File: src/hdl/srq_pkg.sv
`timescale 1ns / 1ps

package srq_pkg;

    // default geometry
    localparam int SRQ_FRAC_BITS    = 16;
    localparam int SRQ_SAMPLE_WIDTH = 16;

    // step register
    localparam int                   SRQ_STEP_W     = 18;
    localparam logic [SRQ_STEP_W-1:0] SRQ_STEP_RESET = 18'd65536;

    // outputs per input request at most
    localparam int SRQ_MAX_RESULTS = 8;

    // fraction handed to the lanes, always 16 bits
    localparam int SRQ_FQ_W = 16;

    // result buffer depth
    localparam int SRQ_FIFO_DEPTH = 8;

    // control travelling alongside the lane data
    typedef struct packed {
        logic valid;
        logic last;
    } srq_tag_t;

endpackage

File: src/hdl/srq_lane.sv
`timescale 1ns / 1ps

module srq_lane
    import srq_pkg::*;
#(
    parameter int SAMPLE_WIDTH = SRQ_SAMPLE_WIDTH
)
(
    input  logic                           clk,
    input  logic                           rst_n,
    input  srq_tag_t                       tag_in,
    input  logic        [SRQ_FQ_W-1:0]     fq,
    input  logic signed [SAMPLE_WIDTH-1:0] y0,
    input  logic signed [SAMPLE_WIDTH-1:0] y1,
    input  logic signed [SAMPLE_WIDTH-1:0] y2,
    output srq_tag_t                       tag_out,
    output logic signed [SAMPLE_WIDTH-1:0] result
);

    localparam int SW    = SAMPLE_WIDTH;
    localparam int D1_W  = SW + 1;
    localparam int D2_W  = SW + 2;
    localparam int P1_W  = D1_W + SRQ_FQ_W + 1;
    localparam int FF_W  = 2 * SRQ_FQ_W;
    localparam int P2_W  = D2_W + FF_W + 1;
    localparam int SHIFT = 2 * SRQ_FQ_W + 1;
    localparam int NUM_W = SW + 36;
    localparam int V_W   = NUM_W - SHIFT;

    localparam logic signed [V_W-1:0] V_MAX = V_W'({1'b0, {(SW-1){1'b1}}});
    localparam logic signed [V_W-1:0] V_MIN = -V_MAX - V_W'(1);
    localparam logic signed [NUM_W-1:0] BIAS = NUM_W'(1) <<< (SHIFT - 1);

    srq_tag_t tag_reg [4];

    // stage 1: first products
    logic        [FF_W-1:0]  ff_reg,  ff_next;
    logic signed [P1_W-1:0]  p1a_reg, p1a_next;
    logic signed [D2_W-1:0]  d2_reg,  d2_next;
    logic signed [SW-1:0]    y1a_reg;
    logic signed [D1_W-1:0]  d1;

    // stage 2: curvature term
    logic signed [P2_W-1:0]  p2_reg,  p2_next;
    logic signed [P1_W-1:0]  p1b_reg;
    logic signed [SW-1:0]    y1b_reg;

    // stage 3: sum, stage 4: round and clip
    logic signed [NUM_W-1:0] num_reg, num_next;
    logic signed [NUM_W-1:0] rounded;
    logic signed [V_W-1:0]   v;
    logic signed [SW-1:0]    result_reg, result_next;

    always_comb
    begin
        d1       = D1_W'(y2) - D1_W'(y0);
        d2_next  = D2_W'(y0) + D2_W'(y2) - (D2_W'(y1) <<< 1);
        ff_next  = FF_W'(fq) * FF_W'(fq);
        p1a_next = P1_W'(d1) * $signed(P1_W'({1'b0, fq}));
    end

    always_comb
    begin
        p2_next = P2_W'(d2_reg) * $signed(P2_W'({1'b0, ff_reg}));
    end

    always_comb
    begin
        num_next = (NUM_W'(y1b_reg) <<< SHIFT) + (NUM_W'(p1b_reg) <<< SRQ_FQ_W)
                 + NUM_W'(p2_reg);
    end

    // round half up, then clip to the sample range
    always_comb
    begin
        rounded = (num_reg + BIAS) >>> SHIFT;
        v       = rounded[V_W-1:0];
        if (v > V_MAX)
            result_next = V_MAX[SW-1:0];
        else if (v < V_MIN)
            result_next = V_MIN[SW-1:0];
        else
            result_next = v[SW-1:0];
    end

    always_ff @(posedge clk or negedge rst_n)
    begin
        if (!rst_n)
        begin
            for (int i = 0; i < 4; i++)
                tag_reg[i] <= '0;
        end
        else
        begin
            tag_reg[0] <= tag_in;
            for (int i = 1; i < 4; i++)
                tag_reg[i] <= tag_reg[i-1];
        end
    end

    always_ff @(posedge clk)
    begin
        ff_reg     <= ff_next;
        p1a_reg    <= p1a_next;
        d2_reg     <= d2_next;
        y1a_reg    <= y1;
        p2_reg     <= p2_next;
        p1b_reg    <= p1a_reg;
        y1b_reg    <= y1a_reg;
        num_reg    <= num_next;
        result_reg <= result_next;
    end

    assign tag_out = tag_reg[3];
    assign result  = result_reg;

    a_latency: assert property (@(posedge clk) disable iff (!rst_n)
        tag_in.valid |-> ##4 tag_out.valid)
        else $error("lane result did not appear four cycles after issue");

    a_last_follows: assert property (@(posedge clk) disable iff (!rst_n)
        tag_in.valid && tag_in.last |-> ##4 (tag_out.valid && tag_out.last))
        else $error("lane lost the end-of-run mark");

    a_no_spurious: assert property (@(posedge clk) disable iff (!rst_n)
        !tag_in.valid |-> ##4 !tag_out.valid)
        else $error("lane produced a result with no issue");

endmodule

File: config.mk
export PLATFORM = sky130hd
export DESIGN_NAME = srq_lane
export DESIGN_NICKNAME = d
export VERILOG_FILES = /design/src/hdl/srq_pkg.sv /design/src/hdl/srq_lane.sv
export SDC_FILE = /design/constraint.sdc
export NUM_CORES = 2
export LEC_CHECK = 0
export ABC_CLOCK_PERIOD_IN_PS = 6400
export BUFFER_PORTS_ARGS = -buffer_cell sky130_fd_sc_hd__buf_2
export CORE_ASPECT_RATIO = 1.5
export CORE_UTILIZATION = 25
export DETAILED_ROUTE_END_ITERATION = 16
export GPL_ROUTABILITY_DRIVEN = 0
export PLACE_DENSITY = 0.44
export SKIP_LAST_GASP = 1
export SYNTH_ARGS = -nofsm -noshare
export SYNTH_HDL_FRONTEND = slang
export SYNTH_SLANG_ARGS = --single-unit
File: constraint.sdc
create_clock -name clk -period 6.4 [get_ports clk]
set_clock_uncertainty 0.1 [all_clocks]
set_input_delay 0.96 -clock clk [delete_from_list [all_inputs] [get_ports clk]]
set_output_delay 0.96 -clock clk [all_outputs]
set_load 0.1 [all_outputs]
; ---- Word level (Yosys, flattened, before mapping)
; Cells that the tools add are included.
; W data, S select, Z words.
[classes]
n_addsub = 6
multipliers = 3
n_lt_le_gt_ge = 2
mux = 1
[ops]
columns = operator, n
row1 = $add A51 B51 Y52, 1
row2 = $add A52 B34 Y52 const B, 1
row3 = $add A49 B50 Y51, 1
row4 = $mul A18 B33 Y51, 1
row5 = $mul A17 B17 Y34, 1
row6 = $mul A16 B16 Y32, 1
row7 = $gt A19 B16 Y1 const B, 1
row8 = $lt A19 B16 Y1 const B, 1
row9 = $sub A17 B17 Y18, 1
row10 = $add A16 B16 Y17, 1
row11 = $sub A16 B16 Y17, 1
row12 = $mux W16, 1
[word_totals]
reg_bits = 277
out_inout_bits = 18
word_cells = 29

; ---- Logic depth before layout (Yosys ltp)
[logic_depth]
word_depth = 3
depth_mapped = 37

; ---- Least setup slack after synthesis
; Ideal clock, no wire load.
[synth_path]
path_type = input to register
from = input y2[0]
to = register p1a_reg[33]
arrival_ns = 8.501
t_required_ns = 6.228
path_slack_ns = -2.274
stages = 36
path_cell_list = inv_1 > ha_1 > fa_1 > nor2b_1 > o21ai_1 > a21boi_1 > o21ai_0 > a21boi_1 > o21ai_0 > a21boi_1 > o21ai_1 > a21oi_1 > xnor2_1 > clkbuf_1 > nand2_1 > fa_1 > fa_1 > fa_1 > inv_1 > fa_1 > fa_1 > inv_1 > fa_1 > inv_1 > ha_1 > a21oi_1 > o21ai_0 > a21oi_1 > a211oi_1 > o31a_1 > a211o_1 > nor2b_4 > o22ai_4 > o2111ai_1 > a21oi_1 > xnor2_1
[synth_between]
elab_chain_len = 2
[synth_rtl]
columns = item, line_no
row1 = start: declaration, srq_lane.sv:15  ; input logic signed [SAMPLE_WIDTH-1:0] y2,
row2 = $sub A16 B16 Y17, srq_lane.sv:56  ; d1 = D1_W'(y2) - D1_W'(y0);
row3 = $mul A17 B17 Y34, srq_lane.sv:59  ; p1a_next = P1_W'(d1) * $signed(P1_W'({1'b0, fq}));
row4 = via p1a_next[33], srq_lane.sv:38  ; logic signed [P1_W-1:0] p1a_reg, p1a_next;
row5 = end signal: assignment, srq_lane.sv:104  ; p1a_reg <= p1a_next;
row6 = end: declaration, srq_lane.sv:38
; The timed path passes the listed nets, and every way through them passes these cells.
; A chain may end at the register's enable or synchronous reset.

; ---- Final worst setup path
[layout_path]
from = input y0[1]
to = register p1a_reg[33]
[layout_between]
elab_chain_len = 2
[layout_rtl]
columns = item, line_no
row1 = start: declaration, srq_lane.sv:13  ; input logic signed [SAMPLE_WIDTH-1:0] y0,
row2 = $sub A16 B16 Y17, srq_lane.sv:56
row3 = $mul A17 B17 Y34, srq_lane.sv:59
row4 = via p1a_next[33], srq_lane.sv:38
; The timed path passes the listed nets, and every way through them passes these cells.

==> impl_metrics.csv <==
group,metric,value,unit
outcome,outcome,"complete, but fails checks",
outcome,failed_checks,"negative setup slack",
global_route,gr-total-overflow,0,
clock_network,numClockSinks,228,
logic_synthesis,seq_area_frac_synth,0.105,
logic_synthesis,yosysMostFrequentCell,"inv_1",
logic_synthesis,synthArstFlopShare,0.0351,
placement,post-place-ws,-2.40,ns
critical_path,cp-start-kind,"input pin",
timing,setup_viol,41,
placement,dp.cells,7505,
global_route,antenna_found_initial,5,
logic_synthesis,synth_top_area_cell,"fa_1",
critical_path,cp_max_fo,4,
floorplan,start_util,0.252,
timing,fmax,125,MHz
finish,nFillCells,18288,
logic_synthesis,synth_commonest_cells,"inv_1 (1172), fa_1 (938), nand2_1 (632)",
global_route,grt_pass1_vias,36490,
clock_network,clk_pin_slew_worst_paths,0.07,ns
timing,worst_pin_slew,0.660,ns
detailed_routing,drtIter0Drc,952,
clock_network,cts_tree,"done",
logic_synthesis,syn_inst,4732,
logic_synthesis,synth-compound-area-share,0.0536,
floorplan,die_x,343,microns
detailed_routing,route.detailed.drc,0,
logic_synthesis,synth_cell_types,78,
global_route,globalRouteTotalUtil,0.149,
floorplan,die_y,514,microns
critical_path,r2r_setup_slack,-0.30,ns
logic_synthesis,synth_edf_count,0,
timing,rsz0062_at_grt,"yes",
logic_synthesis,synthMuxAreaShare,0.000258,
finish,largest_register_ffs,35,
logic_synthesis,synth_area_leaders,"fa_1 (43%), ha_1 (12%), dfxtp_1 (10%)",
logic_synthesis,synthAdderAreaFrac,0.556,
critical_path,crit_slowest_cell,"fa_2",
floorplan,coreArea,173000,sq um
clock_network,root_buffer,"clkbuf_16",
finish,syn2layout_area_growth,24.8,%
placement,dp_hpwl,115000,microns
hold_path,hold_path.class,"in2async",
logic_synthesis,netlist_area,43700,sq um
finish,layoutNonFillerInstCount,7620,
logic_synthesis,yosys.area_share.simple,0.135,
detailed_routing,vias,32020,
logic_synthesis,synth_top_family_by_area,"adder cells",
timing,tns,-27.03,ns
timing,fin_ws,-1.61,ns
global_route,grt_pass1_wl,203000,microns
timing,finalCritPeriodShare,1.25,
clock_network,cts_made_buffers,23,
logic_synthesis,synth_top_flop_cell,"dfxtp_1",
detailed_routing,vias_per_cell,4.20,
finish,final_layout_size_suffix_gt1_frac,0.204,
global_route,grt_max_degree,30,
timing,slew_violations,0,
logic_synthesis,ys_warn_count,0,
critical_path,crit_path_end_kind,"register",
timing,hold_viol_final,0,
timing,post-route-min-period,8.01,ns
clock_network,h-tree-depth,1,
logic_synthesis,synth_xor_area_frac,0.0327,
finish,antenna_cells,0,
clock_network,clkLatencyLatePin,0.55,ns
detailed_routing,ant_nets,0,
finish,nets,6777,
job,maxCapViolations,0,
critical_path,cp_common_cell,"fa_1",
logic_synthesis,ys_ff_latch,228,
clock_network,cts_max_path_buffers,3,
critical_path,critPathKind,"in2reg",
detailed_routing,first_pass_iters,5,
detailed_routing,routed_wl,128000,microns
floorplan,ios,86,
critical_path,slowest_delay,0.66,ns
logic_synthesis,syn_avg_cell_area,9.23,sq um
floorplan,die-area,176000,sq um
placement,port_buffers,85,
logic_synthesis,synthDominantCellAreaShare,0.430,
floorplan,rows,187,
timing,max_slew_margin,0.557,
critical_path,crit_required,6.73,ns
detailed_routing,wl_per_cell,16.7,microns
critical_path,crit_arrival,8.34,ns
cell type report:
class	count	area, sq um	share of cell area
clock buffers	26	607	0.0111
clock inverters	14	170	0.00312
inverters	1176	4440	0.0815
multi-input cells	3143	35300	0.647
flip-flops and latches	228	4630	0.0849
well taps	2268	2840	0.0521
repair buffers	765	6530	0.120
through the flow:
| step | area [sq um] | util | hold slack [ns] |
|---|---|---|---|
| after floorplan | 44100 | - | 0.210 |
| after global placement | 51700 | 0.299 | 0.210 |
| after detailed placement | 51700 | 0.299 | 0.212 |
| after CTS | 53800 | 0.311 | 0.117 |
| after global routing | 54500 | 0.315 | 0.152 |
| final | 54500 | 0.315 | 0.142 |
layout by cell type, fill, tap and decap left out, types with 12 or more instances in the layout:
cell / count
dfxtp_2: 17
dfxtp_1: 202
and2_4: 15
and2_1: 280
clkbuf_16: 24
o21ai_1: 12
buf_2: 68
buf_12: 53
o21ai_2: 16
ha_1: 412
and3_1: 16
nand2_1: 617
nor2_1: 116
nand4_1: 15
a21oi_1: 66
xor2_1: 36
a21o_1: 40
fa_2: 28
o21a_1: 20
a21oi_2: 24
buf_6: 54
o21bai_1: 16
a21oi_4: 13
o21ai_0: 47
nand2b_1: 44
nor3_1: 29
nor2b_1: 34
nand3_1: 25
fa_1: 910
xnor2_1: 108
ha_4: 20
inv_1: 1137
inv_2: 33
buf_4: 580
path summary, 6_finish.rpt:
path                                    start                   end  cells past startpoint
setup / recovery                        y0[1]   p1a_reg[33]$_DFF_P_                     35
hold / removal                          rst_n  tag_reg[3]$_DFF_PN0_                      1
setup reg to reg            d2_reg[7]$_DFF_P_    p2_reg[47]$_DFF_P_                     26
hold reg to reg            p1a_reg[2]$_DFF_P_    p1b_reg[2]$_DFF_P_                      0
max in group asynchronous               rst_n  tag_out[0]$_DFF_PN0_                      1
min in group clk           p1a_reg[2]$_DFF_P_    p1b_reg[2]$_DFF_P_                      0
routing by layer:
layer  vias up  wire length [microns]  GRT usage
met5         -                     23          0
met4         4                   6010     0.0543
met3       175                   2320    0.00762
met2       355                  73300      0.307
met1     16370                  46000      0.154
li1      15116                      -          -
critical path: cells and delay by family:
kind	cells	cell delay, ns
simple gates	6	0.72
buf+inv	8	0.76
fa+ha+maj	8	3.64
compound gates	12	2.18
xor+xnor	1	0.07
cells by family after synthesis:
family          after synthesis
other cells                   2
mux                           1
xor+xnor                    163
buf+inv                    1363
simple gates               1250
compound gates              347
flops                       228
fa+ha+maj                  1378
repair_timing:
| action | 4_1_cts | 5_1_grt |
|---|---|---|
| endpoints found under the setup margin | 54 | 57 |
| setup buffers | 70 | 38 |
| pin swaps | 114 | 105 |
| resized for setup | 218 | 137 |
| cloned | 1 | 1 |
| hold buffers | 0 | 0 |
Power is not shown: default switching activity piles up to over one toggle a cycle in this logic, so the estimate is an artifact.
