[src/hdl/srq_pkg.sv]
`timescale 1ns / 1ps

package srq_pkg;

    // default geometry
    localparam int SRQ_FRAC_BITS    = 16;
    localparam int SRQ_SAMPLE_WIDTH = 16;

    // step register
    localparam int                   SRQ_STEP_W     = 18;
    localparam logic [SRQ_STEP_W-1:0] SRQ_STEP_RESET = 18'd65536;

    // outputs per input request at most
    localparam int SRQ_MAX_RESULTS = 8;

    // fraction handed to the lanes, always 16 bits
    localparam int SRQ_FQ_W = 16;

    // result buffer depth
    localparam int SRQ_FIFO_DEPTH = 8;

    // control travelling alongside the lane data
    typedef struct packed {
        logic valid;
        logic last;
    } srq_tag_t;

endpackage

[src/hdl/srq_if.sv]


// output frame channel
interface srq_out_if
    import srq_pkg::*;
#(
    parameter int SAMPLE_WIDTH = SRQ_SAMPLE_WIDTH
);
    logic                           valid;
    logic                           ready;
    logic signed [SAMPLE_WIDTH-1:0] out_left;
    logic signed [SAMPLE_WIDTH-1:0] out_right;
    logic                           last_of_run;

    modport source (output valid, output out_left, output out_right, output last_of_run,
                    input ready);
    modport sink   (input valid, input out_left, input out_right, input last_of_run,
                    output ready);
endinterface


[src/hdl/srq_merge.sv]
`timescale 1ns / 1ps

module srq_merge
    import srq_pkg::*;
#(
    parameter int SAMPLE_WIDTH = SRQ_SAMPLE_WIDTH,
    parameter int FIFO_DEPTH   = SRQ_FIFO_DEPTH
)
(
    input  logic                           clk,
    input  logic                           rst_n,
    input  logic                           issue,
    output logic                           can_issue,
    input  srq_tag_t                       tag_l,
    input  srq_tag_t                       tag_r,
    input  logic signed [SAMPLE_WIDTH-1:0] res_l,
    input  logic signed [SAMPLE_WIDTH-1:0] res_r,
    srq_out_if.source                      out_frame
);

    localparam int PTR_W = (FIFO_DEPTH > 1) ? $clog2(FIFO_DEPTH) : 1;
    localparam int CNT_W = $clog2(FIFO_DEPTH + 1);
    localparam logic [CNT_W-1:0] DEPTH_C = CNT_W'(FIFO_DEPTH);
    localparam logic [PTR_W-1:0] LAST_P  = PTR_W'(FIFO_DEPTH - 1);

    logic signed [SAMPLE_WIDTH-1:0] left_mem  [FIFO_DEPTH];
    logic signed [SAMPLE_WIDTH-1:0] right_mem [FIFO_DEPTH];
    logic                           last_mem  [FIFO_DEPTH];

    logic [PTR_W-1:0] wr_ptr_reg, wr_ptr_next;
    logic [PTR_W-1:0] rd_ptr_reg, rd_ptr_next;
    logic [CNT_W-1:0] count_reg,  count_next;
    logic [CNT_W-1:0] credit_reg, credit_next;
    logic             wr_en;
    logic             rd_en;

    // both lanes run in lock step, the left tag speaks for the pair
    assign wr_en = tag_l.valid;
    assign rd_en = out_frame.valid && out_frame.ready;

    // credits cover frames in the lanes plus frames buffered
    assign can_issue = credit_reg < DEPTH_C;

    always_comb
    begin
        wr_ptr_next = wr_en ? ((wr_ptr_reg == LAST_P) ? '0 : wr_ptr_reg + PTR_W'(1))
                            : wr_ptr_reg;
        rd_ptr_next = rd_en ? ((rd_ptr_reg == LAST_P) ? '0 : rd_ptr_reg + PTR_W'(1))
                            : rd_ptr_reg;
        count_next  = count_reg + CNT_W'(wr_en) - CNT_W'(rd_en);
        credit_next = credit_reg + CNT_W'(issue) - CNT_W'(rd_en);
    end

    always_ff @(posedge clk or negedge rst_n)
    begin
        if (!rst_n)
        begin
            wr_ptr_reg <= '0;
            rd_ptr_reg <= '0;
            count_reg  <= '0;
            credit_reg <= '0;
        end
        else
        begin
            wr_ptr_reg <= wr_ptr_next;
            rd_ptr_reg <= rd_ptr_next;
            count_reg  <= count_next;
            credit_reg <= credit_next;
        end
    end

    always_ff @(posedge clk)
    begin
        if (wr_en)
        begin
            left_mem[wr_ptr_reg]  <= res_l;
            right_mem[wr_ptr_reg] <= res_r;
            last_mem[wr_ptr_reg]  <= tag_l.last;
        end
    end

    assign out_frame.valid       = count_reg != '0;
    assign out_frame.out_left    = left_mem[rd_ptr_reg];
    assign out_frame.out_right   = right_mem[rd_ptr_reg];
    assign out_frame.last_of_run = last_mem[rd_ptr_reg];

    a_lanes_agree: assert property (@(posedge clk) disable iff (!rst_n)
        tag_l == tag_r)
        else $error("left and right lanes out of step");

    a_no_overflow: assert property (@(posedge clk) disable iff (!rst_n)
        wr_en |-> (count_reg < DEPTH_C) || rd_en)
        else $error("result buffer written while full");

    a_credit_covers: assert property (@(posedge clk) disable iff (!rst_n)
        credit_reg >= count_reg && credit_reg <= DEPTH_C)
        else $error("credit count out of range");

endmodule

[src/flat_wrapper.sv]
// flat-port wrapper written by rule: the top's interface ports become plain ports
module srq_merge_flat import srq_pkg::*;
#(
    parameter int SAMPLE_WIDTH = SRQ_SAMPLE_WIDTH,
    parameter int FIFO_DEPTH   = SRQ_FIFO_DEPTH
)
  (clk, rst_n, issue, can_issue, tag_l, tag_r, res_l, res_r, out_frame_valid, out_frame_out_left, out_frame_out_right, out_frame_last_of_run, out_frame_ready);
  srq_out_if #(.SAMPLE_WIDTH(SAMPLE_WIDTH)) out_frame_i ();
  input  logic clk;
  input  logic rst_n;
  input  logic issue;
  output logic can_issue;
  input  srq_tag_t tag_l;
  input  srq_tag_t tag_r;
  input  logic signed [SAMPLE_WIDTH-1:0] res_l;
  input  logic signed [SAMPLE_WIDTH-1:0] res_r;
  output wire logic [$bits(out_frame_i.valid)-1:0] out_frame_valid;
  output wire logic [$bits(out_frame_i.out_left)-1:0] out_frame_out_left;
  output wire logic [$bits(out_frame_i.out_right)-1:0] out_frame_out_right;
  output wire logic [$bits(out_frame_i.last_of_run)-1:0] out_frame_last_of_run;
  input wire logic [$bits(out_frame_i.ready)-1:0] out_frame_ready;
  assign out_frame_valid = out_frame_i.valid;
  assign out_frame_out_left = out_frame_i.out_left;
  assign out_frame_out_right = out_frame_i.out_right;
  assign out_frame_last_of_run = out_frame_i.last_of_run;
  assign out_frame_i.ready = out_frame_ready;
  srq_merge #(.SAMPLE_WIDTH(SAMPLE_WIDTH), .FIFO_DEPTH(FIFO_DEPTH)) u_core (.clk(clk), .rst_n(rst_n), .issue(issue), .can_issue(can_issue), .tag_l(tag_l), .tag_r(tag_r), .res_l(res_l), .res_r(res_r), .out_frame(out_frame_i));
endmodule
[config.mk]
export PLATFORM = sky130hd
export DESIGN_NAME = srq_merge_flat
export DESIGN_NICKNAME = d
export VERILOG_FILES = /design/src/hdl/srq_pkg.sv /design/src/hdl/srq_if.sv /design/src/hdl/srq_merge.sv /design/src/flat_wrapper.sv
export SDC_FILE = /design/constraint.sdc
export NUM_CORES = 1
export LEC_CHECK = 0
export BUFFER_PORTS_ARGS = -buffer_cell sky130_fd_sc_hd__buf_2
export CAP_MARGIN = 10
export CORE_ASPECT_RATIO = 0.5
export CORE_MARGIN = 3
export CORE_UTILIZATION = 64
export DETAILED_ROUTE_END_ITERATION = 6
export GPL_ROUTABILITY_DRIVEN = 0
export PLACE_DENSITY = 0.9
export SLEW_MARGIN = 15
export SYNTH_ARGS = -nofsm -noshare
export SYNTH_HDL_FRONTEND = slang
export SYNTH_SLANG_ARGS = --single-unit
[constraint.sdc]
create_clock -name clk -period 10.5 [get_ports clk]
set_input_delay 2.1 -clock clk [delete_from_list [all_inputs] [get_ports clk]]
set_output_delay 2.1 -clock clk [all_outputs]
set_load 0.05 [all_outputs]
After elaboration in Yosys (flattened, before gate mapping) --
Memories as Yosys holds them, arrays and structs flattened. Index checks and enable logic that the tools add are counted.
Cells by class: mux-type cells 4, equal/unequal tests 2, add/subtract/negate cells 6, reduce and logical (&&, ||, !) cells 2, $lt $le $gt $ge 1
Operators with widths (count):
- $add A4 B1 Y4 | 2
- $sub A4 B1 Y4 | 2
- $add A3 B1 Y3 const B | 2
- $eq A3 B3 Y1 const B | 2
- $mux W3 | 2
- $lt A4 B4 Y1 const B | 1
- $reduce_bool A4 Y1 | 1
- $mux W1 | 2
- $logic_and A1 B1 Y1 | 1
Storage, ports and cells: register bits after elaboration 14, output and inout port bits 35, RAM bits 264, bits of input ports 40, word-level logic and storage cells 22, memories kept 3
Memories:
- u_core.left_mem | words 8, bits a word 16, read ports 1, clocked after Yosys merged registers in 0, write ports 1, RTL line srq_merge.sv:26 | logic signed [SAMPLE_WIDTH-1:0] left_mem [FIFO_DEPTH];
- u_core.right_mem | words 8, bits a word 16, read ports 1, clocked after Yosys merged registers in 0, write ports 1, RTL line srq_merge.sv:27 | logic signed [SAMPLE_WIDTH-1:0] right_mem [FIFO_DEPTH];
- u_core.last_mem | words 8, bits a word 1, read ports 1, clocked after Yosys merged registers in 0, write ports 1, RTL line srq_merge.sv:28 | logic last_mem [FIFO_DEPTH];

Depth between registers and ports, before layout --
word-level depth 3, depth in mapped cells 9, mapped depth without buffers 9

Least setup slack after synthesis --
No wires, ideal clock.
path kind input-to-reg, from input tag_l[1] (netlist bit), to memory u_core.last_mem[0], enable pin, cell stages on the path 2, data arrival time 4.467 ns, buffers on the path 0, required time 10.036 ns, path slack 5.569 ns, setup time 0.464 ns, path through nand2b_1 -> nor3_1
On the way: word-level cells in the longest chain between the ends 2
RTL lines:
- from (decl) | RTL line flat_wrapper.sv:13 | input srq_tag_t tag_l;
- $mux W1 | RTL line srq_merge.sv:74 | if (wr_en)
- $mux W1 (not written as such) | RTL line srq_merge.sv:78 | last_mem[wr_ptr_reg] <= tag_l.last;
- to (decl) | RTL line srq_merge.sv:28
No other way between the ends.

Worst setup path in the final report --
from register u_core.rd_ptr_reg[0], to output out_frame_out_left[5]
On the way: word-level cells in the longest chain between the ends 1
RTL lines:
- from (decl) | RTL line srq_merge.sv:31 | logic [PTR_W-1:0] rd_ptr_reg, rd_ptr_next;
- from (signal assigned) | RTL line srq_merge.sv:66 | rd_ptr_reg <= rd_ptr_next;
- $mem_v2 Z8 W16
- to (decl) | RTL line flat_wrapper.sv:18 | output wire logic [$bits(out_frame_i.out_left)-1:0] out_frame_out_left;
No other way between the ends.

==> metrics <==
maximum fanout along the worst path 48; fillers 828; worst-margin pin slew 0.910 ns; FF-to-FF path depth 9; Setup violations, final 0; cell area after layout 12200 um2; largest cells by area after synthesis edfxtp_1, mux4_2, dfrtp_1; Crit. End Element primary output; DRT Pass-1 Iters 5; placed inst area 11400 um2; clk buf depth 3; PD cells 315 nW/um2; commonest non-fill, non-tap cell in the layout edfxtp_1; TNS Setup 0 ns; Reg area 8280 um2; Final Util 0.767; WL/cell 28.4 um; total congestion overflow 0; Arr. time, crit path between 3 and 4 ns; syn_nets roughly 500; Post-synth ARST share 0.0504; row count 32; Post-Route WL 22200 um; Design Power about 3.8 mW; worst min path class reg2reg; worst r2r dst u_core.credit_reg[2]$_DFF_PN0_; Post-Syn Instances about 460; post_cts resized 0; Final nets 599; Slew Limit Fails 0; worst hold margin 0.558 ns; Hold Path Sink u_core.wr_ptr_reg[1]$_DFFE_PN0P_; CTS Hold Buffers Added 0; Multi-input gate area 2400 um2; Highest Signal Layer met5; total CTS buffers 23; IO buf count 72; leading registers by flop count u_core.left_mem (128), u_core.right_mem (128), u_core.last_mem (8); Starting DRT DRC Count 710; Tcrit/Tclk final 0.504; RSZ-0062 raised after global routing false; worst hold stages 1; post-route minimum period between 5 and 6 ns; GRT Util Overall 0.252; slew margin rel. 0.393; R2R Path Start u_core.count_reg[2]$_DFF_PN0_; Vias 5091; H-tree levels 1; Worst-path clk slew 0.06 ns; Peak VDD IR 0.173 mV; CTS sink cnt approximately 280; CTS root buf clkbuf_16; max cap viols 0; Post-Syn Area roughly 11000 um2; DRT met1 WL 8560 um; core area about 16000 um2; Critical Path RT around 8.4 ns; run status finished clean; number of enable flip-flop cells after synthesis 264; synth unique cells 24; Top FF cell, synth edfxtp_1; largest net degree at the start of global routing 49; met2 routed WL 11300 um; Die W between 150 and 200 um; Initial Util 0.678; initial antenna violation count 3; commonest non-fill, non-tap cells in the layout edfxtp_1, buf_2, mux4_2, mux2_2, clkbuf_16; critical path startpoint category flip-flop; clock skew 0.0241 ns; Leak 4.14 nW; Final Hold Viols 0; vias per inst 6.49; Routed met3 length ~1800 um; worst reg-to-reg setup slack around 8.1 ns; worst skew pair latency approximately 0.52 ns; flops & latches, synth 278; DP HPWL 11100 um; fmax ~190 MHz; DRC 0; Yosys warning total 0; Mean Syn Cell Area 23.6 um2; post-synth top area share 0.734; first-pass GRT wire length 34000 um; ANT nets after route 0; vias in the first global route 5376; share of cells above drive strength 1 0.415; setup bufs post-CTS 0; CTS tree built; Area Overhead vs Synth 13.2%; Seq/Total Area, Yosys 0.766; Worst Hold Launch u_core.wr_ptr_reg[1]$_DFFE_PN0P_; Die Span Y 97.9 um; IO Count 75; Yosys top cell by area edfxtp_1; type of the worst setup path reg2out; die area 18600 um2
-- worst max-delay path, cell delays in order, from the launching register on --
cell     delay (ns)
dfrtp_4        0.69
buf_4          0.80
mux4_2         0.63
mux2_2         0.30
buf_2          0.22
-- routing by layer --
layer / track usage / vias to the layer above
met1: 0.347 / 2666
met4: 0.0749 / 4
met5: 0 / -
li1: - / 2072
met3: 0.0560 / 51
met2: 0.415 / 298
-- Yosys cell counts (2+ instances only) --
master / count
mux4_2: 66
nand2b_1: 3
ha_1: 11
nor2_1: 10
buf_2: 9
nor3_1: 2
buf_12: 3
mux2_4: 15
edfxtp_1: 264
dfrtp_1: 14
a21o_1: 2
nand2_1: 3
a21oi_1: 2
or2_2: 2
clkbuf_1: 5
fa_1: 2
inv_1: 10
mux2_2: 24
xnor2_1: 5
-- layout make-up --
class,count,share of cell area
sequential,278,0.678
tap,221,0.0226
clock inverter,9,0.0141
antenna,1,0.000205
clock buffer,32,0.0498
inverter,10,0.00307
multi-input combinational,150,0.196
timing repair buffer,83,0.0362
-- worst max path at each step --
stage | start | endpoint | slack, ns | cells past startpoint
6_report | u_core.rd_ptr_reg[0]$_DFFE_PN0P_ | out_frame_out_left[5] | 5.20 | 4
5_1_grt | u_core.rd_ptr_reg[0]$_DFFE_PN0P_ | out_frame_out_left[5] | 4.98 | 4
4_1_cts | u_core.rd_ptr_reg[0]$_DFFE_PN0P_ | out_frame_out_left[5] | 5.11 | 4
3_5_place_dp | u_core.rd_ptr_reg[0]$_DFFE_PN0P_ | out_frame_out_left[5] | 5.67 | 4
3_3_place_gp | u_core.rd_ptr_reg[0]$_DFFE_PN0P_ | out_frame_out_left[8] | 5.70 | 4
2_1_floorplan | tag_l[1] | u_core.last_mem[0]$_DFFE_PP_ | 5.57 | 2
-- where the power goes --
part	internal (mW)	switching, mW	leakage (nW)
combinational	0.547	0.880	1.20
sequential	1.41	0.113	2.56
clock	0.530	0.372	0.379
-- stage by stage --
step / worst slack (ns) / std cells
2_1_floorplan: 5.57 / 457
3_3_place_gp: 5.70 / 742
3_5_place_dp: 5.67 / 742
4_1_cts: 5.11 / 783
5_1_grt: 4.98 / 784
6_report: 5.20 / 784
-- logic make-up (layout without fill, tap and decap cells) --
group | after synthesis | after routing | synth area share
multiplexers | 106 | 106 | 0.184
AO/OA/AOI/OAI | 4 | 4 | 0.00232
other | 0 | 1 | 0
XOR/XNOR | 6 | 6 | 0.00487
buffers and inverters | 29 | 134 | 0.0163
adder cells (fa/ha/maj) | 13 | 13 | 0.0165
flip-flops | 278 | 278 | 0.766
AND/OR/NAND/NOR | 21 | 21 | 0.00915
Note: power is estimated with default switching activity, not from simulation.
